===== src/sv/arza_pkg.sv =====
`timescale 1ns / 1ps
package arza_pkg;

  localparam int ADDR_W   = 32;
  localparam int PAGES_W  = 21;
  localparam int RIGHTS_W = 3;
  localparam int CFG_W    = 32;

  localparam logic [PAGES_W-1:0]  MAX_PAGES   = 21'd1048576;
  localparam logic [RIGHTS_W-1:0] FULL_RIGHTS = 3'd7;

  typedef enum logic [1:0] {
    OP_FIXED  = 2'd0,
    OP_ANY    = 2'd1,
    OP_FREE   = 2'd2,
    OP_LOOKUP = 2'd3
  } op_t;

  typedef enum logic [2:0] {
    ST_OK        = 3'd0,
    ST_BAD_ARG   = 3'd1,
    ST_NO_ROOM   = 3'd2,
    ST_NOT_FOUND = 3'd3,
    ST_FULL      = 3'd4
  } status_t;

  typedef enum logic [1:0] {
    CFG_USER_BOTTOM = 2'd0,
    CFG_USER_TOP    = 2'd1,
    CFG_KERNEL_TOP  = 2'd2,
    CFG_KERNEL_BRK  = 2'd3
  } cfg_idx_t;

  typedef enum logic [1:0] {
    LD_HOLD  = 2'd0,
    LD_LEFT  = 2'd1,
    LD_RIGHT = 2'd2,
    LD_NEW   = 2'd3
  } load_t;

  typedef struct packed {
    logic [ADDR_W-1:0]   base;
    logic [PAGES_W-1:0]  pages;
    logic [RIGHTS_W-1:0] rights;
    logic                stack;
  } zone_t;

  typedef struct packed {
    logic lookup_hit;
    logic fixed_hit;
    logic fixed_clash;
    logic free_hit;
    logic fit_hit;
  } flags_t;

endpackage


===== src/sv/arza_cell.sv =====
`timescale 1ns / 1ps
module arza_cell #(
  parameter int END_W      = 33,
  parameter int PAGE_SHIFT = 12
) (
  input  logic                       clk,
  input  arza_pkg::load_t            load_sel,
  input  arza_pkg::zone_t            left_zone,
  input  arza_pkg::zone_t            right_zone,
  input  arza_pkg::zone_t            new_zone,
  input  logic [END_W-1:0]           prev_end,
  input  logic [END_W-1:0]           addr,
  input  logic [END_W-1:0]           size,
  input  logic [END_W-1:0]           new_end,
  input  logic [arza_pkg::PAGES_W-1:0] req_pages,
  output arza_pkg::zone_t            zone,
  output logic [END_W-1:0]           zone_end,
  output arza_pkg::flags_t           flags
);

  logic [END_W-1:0] base_x;
  logic [END_W-1:0] guard;

  always_ff @(posedge clk) begin
    unique case (load_sel)
      arza_pkg::LD_HOLD:  zone <= zone;
      arza_pkg::LD_LEFT:  zone <= left_zone;
      arza_pkg::LD_RIGHT: zone <= right_zone;
      arza_pkg::LD_NEW:   zone <= new_zone;
    endcase
  end

  always_comb begin
    base_x   = END_W'(zone.base);
    zone_end = base_x + (END_W'(zone.pages) << PAGE_SHIFT);
    guard    = zone.stack ? (END_W'(1) << PAGE_SHIFT) : '0;
    flags.lookup_hit  = (addr >= base_x) && (addr < zone_end);
    flags.fixed_hit   = addr < zone_end;
    flags.fixed_clash = (addr >= base_x) || (new_end > base_x);
    // a stack's guard page is hidden from the caller
    flags.free_hit    = (addr == base_x + guard) &&
                        ({1'b0, req_pages} + 22'(zone.stack) == {1'b0, zone.pages});
    flags.fit_hit     = ({1'b0, prev_end} + {1'b0, size}) <= {1'b0, base_x};
  end

endmodule


===== config.mk =====
export PLATFORM = sky130hd
export DESIGN_NAME = arza_cell
export DESIGN_NICKNAME = d
export VERILOG_FILES = /design/src/sv/arza_pkg.sv /design/src/sv/arza_cell.sv
export SDC_FILE = /design/constraint.sdc
export NUM_CORES = 1
export LEC_CHECK = 0
export ABC_CLOCK_PERIOD_IN_PS = 5900
export BUFFER_PORTS_ARGS = -buffer_cell sky130_fd_sc_hd__buf_2
export CORE_AREA = 2 2 165 167
export DETAILED_ROUTE_END_ITERATION = 12
export DIE_AREA = 0 0 167 169
export SLEW_MARGIN = 5
export SYNTH_ARGS = -nofsm -noshare
export SYNTH_HDL_FRONTEND = slang
export SYNTH_SLANG_ARGS = --single-unit

===== constraint.sdc =====
create_clock -name clk -period 5.9 [get_ports clk]
set_input_delay 0.59 -clock clk [delete_from_list [all_inputs] [get_ports clk]]
set_output_delay 0.59 -clock clk [all_outputs]
set_load 0.005 [all_outputs]

# Word-level counts from Yosys, hierarchy flattened
# Cells that the tools add are included.
[totals]
regBits = 57
word_cells = 23
input_bits = 327
[op_classes]
order_cmp = 4
n_reduce_logical = 4
eq_ne = 5
mux = 2
addsub = 4
[op_table]
columns = ["operator", "count"]
rows = [
  ["57-bit one-hot mux with 3 select lines", 1],
  ["33-bit by 33-bit adder with 34-bit output", 1],
  ["34-bit by 32-bit <= comparator with 1-bit output", 1],
  ["32-bit by 13-bit adder with 33-bit output", 1],
  ["32-bit by 33-bit adder with 33-bit output", 1],
  ["33-bit equality test", 1],
  ["33-bit by 32-bit greater-or-equal comparator with 1-bit output", 1],
  ["33-bit by 32-bit > comparator with 1-bit output", 1],
  ["33-bit less-than comparator", 1],
  ["21-bit by 1-bit adder with 22-bit output", 1],
  ["22-bit by 21-bit equality test with 1-bit output", 1],
  ["13-bit 2-to-1 mux", 1],
  ["2-bit equality test (second input constant)", 2],
  ["2-bit by 1-bit equality test with 1-bit output (second input constant)", 1],
  ["1-bit logical AND", 2],
  ["2-bit zero test", 1],
  ["1-bit logical OR", 1],
]

# Logic depth before layout (Yosys ltp)
# Gate-level depths: netlist (run 1).
[logic_depth]
word_depth = 4
depth_mapped = 21
ltp_nobuf = 21

# Worst setup path after synthesis (run 1)
# Ideal clock, no wire load.
[synth_timing]
kind = "flip-flop to output port"
from = "register zone[42] (netlist name)"
to = "output flags[4] (netlist name)"
arrival_ns = 3.727
setup_slack_ns = 1.583
path_stages_with_launch = 20
cell_sequence = "edfxtp_1 -> ha_1 -> or4_4 -> o211ai_2 -> a31oi_2 -> o31ai_4 -> a21oi_2 -> nor2_1 -> xnor2_1 -> inv_1 -> ha_1 -> a21o_1 -> a21o_1 -> a21o_1 -> a21o_1 -> a21oi_1 -> o21ai_0 -> a21oi_1 -> o21a_1 -> a21boi_0"
[synth_rtl]
columns = ["item", "line", "text"]
rows = [
  ["start: declaration", "arza_cell.sv:16", "output arza_pkg::zone_t zone,"],
  ["start signal: assignment", "arza_cell.sv:26", "arza_pkg::LD_HOLD: zone <= zone;"],
  ["start signal: assignment", "arza_cell.sv:27", "arza_pkg::LD_LEFT: zone <= left_zone;"],
  ["start signal: assignment", "arza_cell.sv:28", "arza_pkg::LD_RIGHT: zone <= right_zone;"],
  ["end: declaration", "arza_cell.sv:18", "output arza_pkg::flags_t flags"],
]

==> impl_metrics.tcl, run 1 <==
set metrics [dict create \
    status "completed" \
    hold_buffers 0 \
    placed_area_mm2 0.0120 \
    multiInputGateArea_mm2 0.00745 \
    layout_common_cells "419 x buf_2, 174 x ha_1, 140 x a21oi_1" \
    synth_seq_cells 57 \
    finalMaxSlewViolations 0 \
    crit_type "reg2out" \
    slowest_stage "edfxtp_1" \
    holdPathStages 3 \
    synth_cell_type_count 73 \
    vias 10000 \
    cpPeakStageDelay_ns 0.46 \
    syn_area_mm2 0.00964 \
    cp-start-kind "flop" \
    drt_iter0_markers 625 \
    crit_required_ns 5.31 \
    first_pass_iters 6 \
    fin_area_mm2 0.0123 \
    htreeDepth 3 \
    synth_flop_cell "edfxtp_1" \
    top_register "zone" \
    max_cap_viol_count 0 \
    ir_drop_v 0.000202 \
    avgRoutedWirePerCell_um 18.6 \
    globalplace.congestion 0.868 \
    seq_area_mm2 0.00171 \
    ant_nets 0 \
    cts_tree "yes" \
    finalCoreUtilization 0.464 \
    num-fill-cells 2774 \
    setup_viol 0 \
    grt_pass1_vias 9562 \
    cts_setup_buffers 0 \
    fin_crit_ns 5.16 \
    cts_buffer_depth 2 \
    io_pins 422 \
    cts.repair.resized 0 \
    clk_transition_reported_paths_ns 0.05 \
    die-width_um 167 \
    grt_max_degree 116 \
    die_area_mm2 0.0282 \
    setup-tns-final_ns 0 \
    top_regs "zone x57" \
    path_common_cell "a21o_1" \
    leakagePower_nw 6.20 \
    synth-seq-area-share 0.178 \
    rsz0062_at_grt "no" \
    drive_gt1_frac 0.294 \
    hold_viol_final 0 \
    synth_edf_count 57 \
    cp-end-kind "primary output" \
    grtUsageTotal 0.238 \
    worstPathArrival_ns 4.57 \
    syn_nets 1673 \
    viasPerCell 5.21 \
    io_buffers 421 \
    ys_warn_count 0 \
    fin_crit_sh 0.874 \
    clock-sinks 57 \
    nNetsFinal 2071 \
    die_y_um 169 \
    grt_pass1_wl_um 52300 \
    path_cells "inv_1, fa_1, and2b_2, o211ai_2, a31oi_2, o31ai_4, a21oi_2, nor2_1, xnor2_1, inv_1, ha_1, a21o_1, a21o_1, a21o_1, a21o_1, a21oi_1, o21ai_0, a21oi_1, o21a_1, a21boi_0, buf_2" \
    antenna_found_initial 7 \
    start_util 0.364 \
    largest_reg_flops 57 \
    rows 60 \
    synth_async_sr_flop_share 0 \
    place_inst 1898 \
    numCtsBuffers 9 \
    syn_area_per_cell_um2 8.24 \
    drc 0 \
    stdcell_count 1922 \
    cp_max_fo 7 \
    final_common_cell "buf_2" \
    wl_um 35800 \
    worst_slew_pin_slew_ns 1.07 \
    area_growth_pct 27.6 \
    clock-root-buffer "clkbuf_16" \
    hpwlAfterDp_um 31300 \
    fmax_mhz 194 \
    worstHoldPathType "in2reg" \
    syn_inst 1170 \
    coreArea_mm2 0.0265 \
    power_density_mw_per_mm2 212 \
    grt_overflow 0 \
    relSlewSlack 0.289 \
]
[synth_stat cells (5+ instances only)]
cell       number  area, um^2
o21ai_1         5        25.0
clkbuf_1       16        60.1
o211ai_1        8        60.1
edfxtp_1       57        1710
nand3_1        34         170
a21oi_1       140         701
o21ai_0        51         255
xor2_1         34         298
a31oi_1         6        37.5
nand2_1        59         221
inv_1          80         300
nor4_1          5        31.3
nor3_1         20         100
a211oi_1        6        45.0
buf_1           5        18.8
o21bai_1        7        52.6
nor2_1        113         424
o2111ai_1       5        43.8
a21o_1         52         390
and3_1         11        68.8
nand4_1        27         169
buf_4          12        90.1
o21a_1         16         120
ha_1          174        2180
nor2b_1        14        87.6
mux2i_1        59         591
nand2b_1        9        56.3
xnor2_1        71         622
[worst max-delay path, delay by kind of cell, from the launching register on]
| family | cells | cell delay (ns) |
|---|---|---|
| AOI/OAI and AO/OA | 13 | 2.14 |
| xor gates and xnor gates | 1 | 0.16 |
| adders and majority gates | 2 | 0.74 |
| buffers and inverters | 3 | 0.42 |
| DFF | 1 | 0.46 |
| and+or+nand+nor | 2 | 0.33 |
[logic make-up after synthesis]
kind of cell	share of synthesized area
compound gates	0.221
buf+inv	0.0500
flops	0.178
simple gates	0.162
fa+ha+maj	0.230
mux	0.0636
xor+xnor	0.0954
[routing by layer]
metal,GRT usage,vias to the layer above,wire [um]
met5,0,-,15
met4,0.0690,2,744
met3,0.0344,37,1870
met2,0.430,317,17900
met1,0.295,4558,15300
li1,-,5108,-
[path summary, 6_finish.rpt]
kind           endpoint          startpoint  slack (ns)
max            flags[4]  zone[38]$_DFFE_PP_        0.74
min   zone[3]$_DFFE_PP_        left_zone[3]        0.59
[where the power goes]
part	internal (mW)	switching [mW]
Clock	0.324	0.169
Sequential	0.507	0.0813
Combinational	0.694	0.837
[through the flow]
| stage | hold WS (ns) | power, mW | setup WS [ns] |
|---|---|---|---|
| after global placement | 0.918 | 2.10 | 1.09 |
| after CTS | 0.583 | 2.62 | 0.737 |
| after floorplan | 0.816 | 1.55 | 1.58 |
| after detailed placement | 0.921 | 2.12 | 1.07 |
| final | 0.595 | 2.61 | 0.741 |
| after global routing | 0.603 | 2.82 | 0.371 |
[cell type report]
class                   count  share of cell area
repair buffers            422               0.172
diodes                      8             0.00163
multi-input cells         998               0.605
flip-flops and latches     57               0.139
inverters                  80              0.0244
well taps                 341              0.0347
clock inverters             4             0.00356
clock buffers              12              0.0192
Power figures use the tool's default switching activity.
==> run 2, diff against run 1 <==
--- a/config.mk
+++ b/config.mk
@@ -5,11 +5,13 @@
 export SDC_FILE = /design/constraint.sdc
 export NUM_CORES = 1
 export LEC_CHECK = 0
+export ABC_AREA = 1
 export ABC_CLOCK_PERIOD_IN_PS = 5900
 export BUFFER_PORTS_ARGS = -buffer_cell sky130_fd_sc_hd__buf_2
-export CORE_AREA = 2 2 165 167
+export CORE_AREA = 2 2 166 168
 export DETAILED_ROUTE_END_ITERATION = 12
-export DIE_AREA = 0 0 167 169
+export DIE_AREA = 0 0 168 170
+export PLACE_DENSITY = 0.66
 export SLEW_MARGIN = 5
 export SYNTH_ARGS = -nofsm -noshare
 export SYNTH_HDL_FRONTEND = slang
==> run 2 against run 1 <==
  * Combinational power is 3% higher
  * Non-clock buffer count is 4 higher
  * Worst setup slack better by 0.56 ns
  * Synthesized cell count is 35% higher
  * Core utilization is 2.7 points higher
==> impl_metrics.tcl, run 2 <==
set metrics [dict create \
    multiInputGateArea_mm2 0.00778 \
    num-fill-cells 2794 \
    clk_transition_reported_paths_ns 0.06 \
    antenna_found_initial 13 \
    fmax_mhz 218 \
    clock-root-buffer "clkbuf_16" \
    synth_flop_cell "edfxtp_1" \
    layout_common_cells "446 x nand2_1, 421 x buf_2, 179 x inv_1" \
    place_inst 2309 \
    synth_cell_type_count 49 \
    cts_buffer_depth 2 \
    ir_drop_v 0.000129 \
    rows 60 \
    synth_edf_count 57 \
    grtUsageTotal 0.281 \
    max_cap_viol_count 0 \
    netlist.top_cell.by_area "ha_1" \
    grt_pass1_vias 11300 \
    avgRoutedWirePerCell_um 17.9 \
    final_common_cell "nand2_1" \
    cts_setup_buffers 0 \
    swShare 0.445 \
    worst_hold_startpoint "right_zone[3]" \
    drt_iter0_markers 826 \
    syn_area_mm2 0.0104 \
    leakagePower_nw 7.02 \
    hpwlAfterDp_um 36700 \
    yosys-top-cells-count "446 x nand2_1, 180 x inv_1, 174 x ha_1" \
    status "completed" \
    p_clk_frac 0.203 \
    synthTopCellsByArea "ha_1 21%, edfxtp_1 17%, nand2_1 16%" \
    top_register "zone" \
    cp_max_fo 3 \
    drive_gt1_frac 0.241 \
    fin_crit_sh 0.779 \
    stdcell_count 2337 \
    globalplace.congestion 0.935 \
    numCtsBuffers 9 \
    rsz0062_at_grt "no" \
    nNetsFinal 2482 \
    synth_seq_cells 57 \
    coreArea_mm2 0.0267 \
    largest_reg_flops 57 \
    power_mw 2.73 \
    die_y_um 170 \
    cts_tree "yes" \
    syn_inst 1582 \
    io_pins 422 \
    cp-end-kind "primary output" \
    comb_power_share 0.574 \
    setup_slack_ns 1.30 \
    syn_area_per_cell_um2 6.55 \
    finalCoreUtilization 0.491 \
    first_pass_iters 7 \
    hold_buffers 0 \
    synth_most_common_cell "nand2_1" \
    crit_type "in2out" \
    intPower_mw 1.51 \
    p_sw_mw 1.21 \
    syn_nets 2085 \
    ant_nets 0 \
    crit_required_ns 5.31 \
    io_buffers 421 \
    grt_max_degree 59 \
    pre_cts_ws_ns 1.34 \
    ys_warn_count 0 \
    synth_async_sr_flop_share 0 \
    area_growth_pct 26.4 \
    wl_um 41900 \
    seq_area_mm2 0.00171 \
    worstPathArrival_ns 4.01 \
    top_regs "zone x57" \
    die_area_mm2 0.0286 \
    min_to "zone[3]$_DFFE_PP_" \
    share_seq_of_total_power 0.223 \
    setup_viol 0 \
    viasPerCell 5.23 \
    holdPathStages 3 \
    synth-seq-area-share 0.165 \
    grt_overflow 0 \
    setup-tns-final_ns 0 \
    die-width_um 168 \
    grt_pass1_wl_um 61700 \
    worst_slew_pin_slew_ns 1.01 \
    finalMaxSlewViolations 0 \
    worstHoldPathType "in2reg" \
    vias 12200 \
    clock-sinks 57 \
    relSlewSlack 0.321 \
    hold_viol_final 0 \
    htreeDepth 3 \
    fin_crit_ns 4.60 \
    drc 0 \
    cts.repair.resized 0 \
    power_density_mw_per_mm2 208 \
    synth.top_cell.area_share 0.210 \
    start_util 0.389 \
    cp-start-kind "primary input" \
]
-- run 2: cell count changes in the layout (fill, tap and decap cells not counted), moves of 6 or more --
cell,previous run,this run
mux2i_1,59,0
a21o_1,52,8
nand3_1,34,171
and3_1,11,1
o21a_1,16,4
nor2b_1,14,0
xor2_1,34,41
inv_1,80,179
xnor2_1,71,28
a21oi_1,140,112
nand2b_1,9,0
nand2_1,59,446
nor2_2,1,7
nand3b_1,0,10
-- run 2: kinds of logic after synthesis --
kind of cell             share of synthesized area
AND/OR/NAND/NOR                              0.347
AO/OA/AOI/OAI                                0.122
adder cells (fa/ha/maj)                      0.214
XOR/XNOR                                    0.0670
flip-flops                                   0.165
buffers and inverters                       0.0849
-- run 2: metal layers --
layer	vias to the layer above	wire, um	global-route usage
li1	6144	-	-
met1	5509	17500	0.357
met2	505	20200	0.484
met3	69	2720	0.0356
met4	2	1450	0.114
met5	-	13	0
-- run 2: cell type report --
type | instances | share of cell area
Timing Repair Buffer | 426 | 0.164
Clock buffer | 9 | 0.0172
Sequential cell | 57 | 0.131
Clock inverter | 7 | 0.00707
Multi-Input combinational cell | 1303 | 0.594
Antenna cell | 12 | 0.00229
Tap cell | 341 | 0.0326
Inverter | 182 | 0.0522
-- run 2: how the worst max path moves through the flow --
stage / start / to / slack, ns / depth (start not counted)
finish: prev_end[0] / flags[0] / 1.30 / 25
global route: size[0] / flags[0] / 0.94 / 25
CTS: prev_end[0] / flags[0] / 1.32 / 25
detailed placement: prev_end[0] / flags[0] / 1.34 / 25
global placement: prev_end[0] / flags[0] / 1.37 / 25
floorplan: prev_end[0] / flags[0] / 2.03 / 23
-- run 2: worst max-delay path, cell delays in order --
cell and delay (ns):
buf_2 0.08, ha_1 0.22, inv_1 0.11, fa_1 0.41, o21ai_1 0.33, a21boi_0 0.26
o21ai_1 0.28, a31oi_1 0.15, xnor2_1 0.19, ha_1 0.26, nand2_1 0.06, nor2_1 0.04
and2_1 0.17, nand2_1 0.06, nor2_1 0.03, nor2_1 0.10, nand3_1 0.07, nand2_1 0.06
nand2_1 0.04, nand2_1 0.06, nand2_1 0.05, nand2_1 0.06, nand2_1 0.05, a21oi_1 0.14
buf_2 0.14
-- run 2: power by group through the flow --
| stage | Clock, mW | Sequential (mW) | Combinational, mW |
|---|---|---|---|
| final | 0.553 | 0.608 | 1.57 |
| after CTS | 0.561 | 0.606 | 1.56 |
| after detailed placement | 0 | 0.614 | 1.55 |
| after global placement | 0 | 0.613 | 1.53 |
| after global routing | 0.576 | 0.610 | 1.77 |
| after floorplan | 0 | 0.566 | 0.991 |
-- run 2: metrics by stage --
step           instance area [um^2]  hold WS [ns]
5_1_grt                       13100         0.535
2_1_floorplan                 10400         0.780
4_1_cts                       13100         0.532
3_3_place_gp                  12700         0.868
6_report                      13100         0.542
3_5_place_dp                  12700         0.870
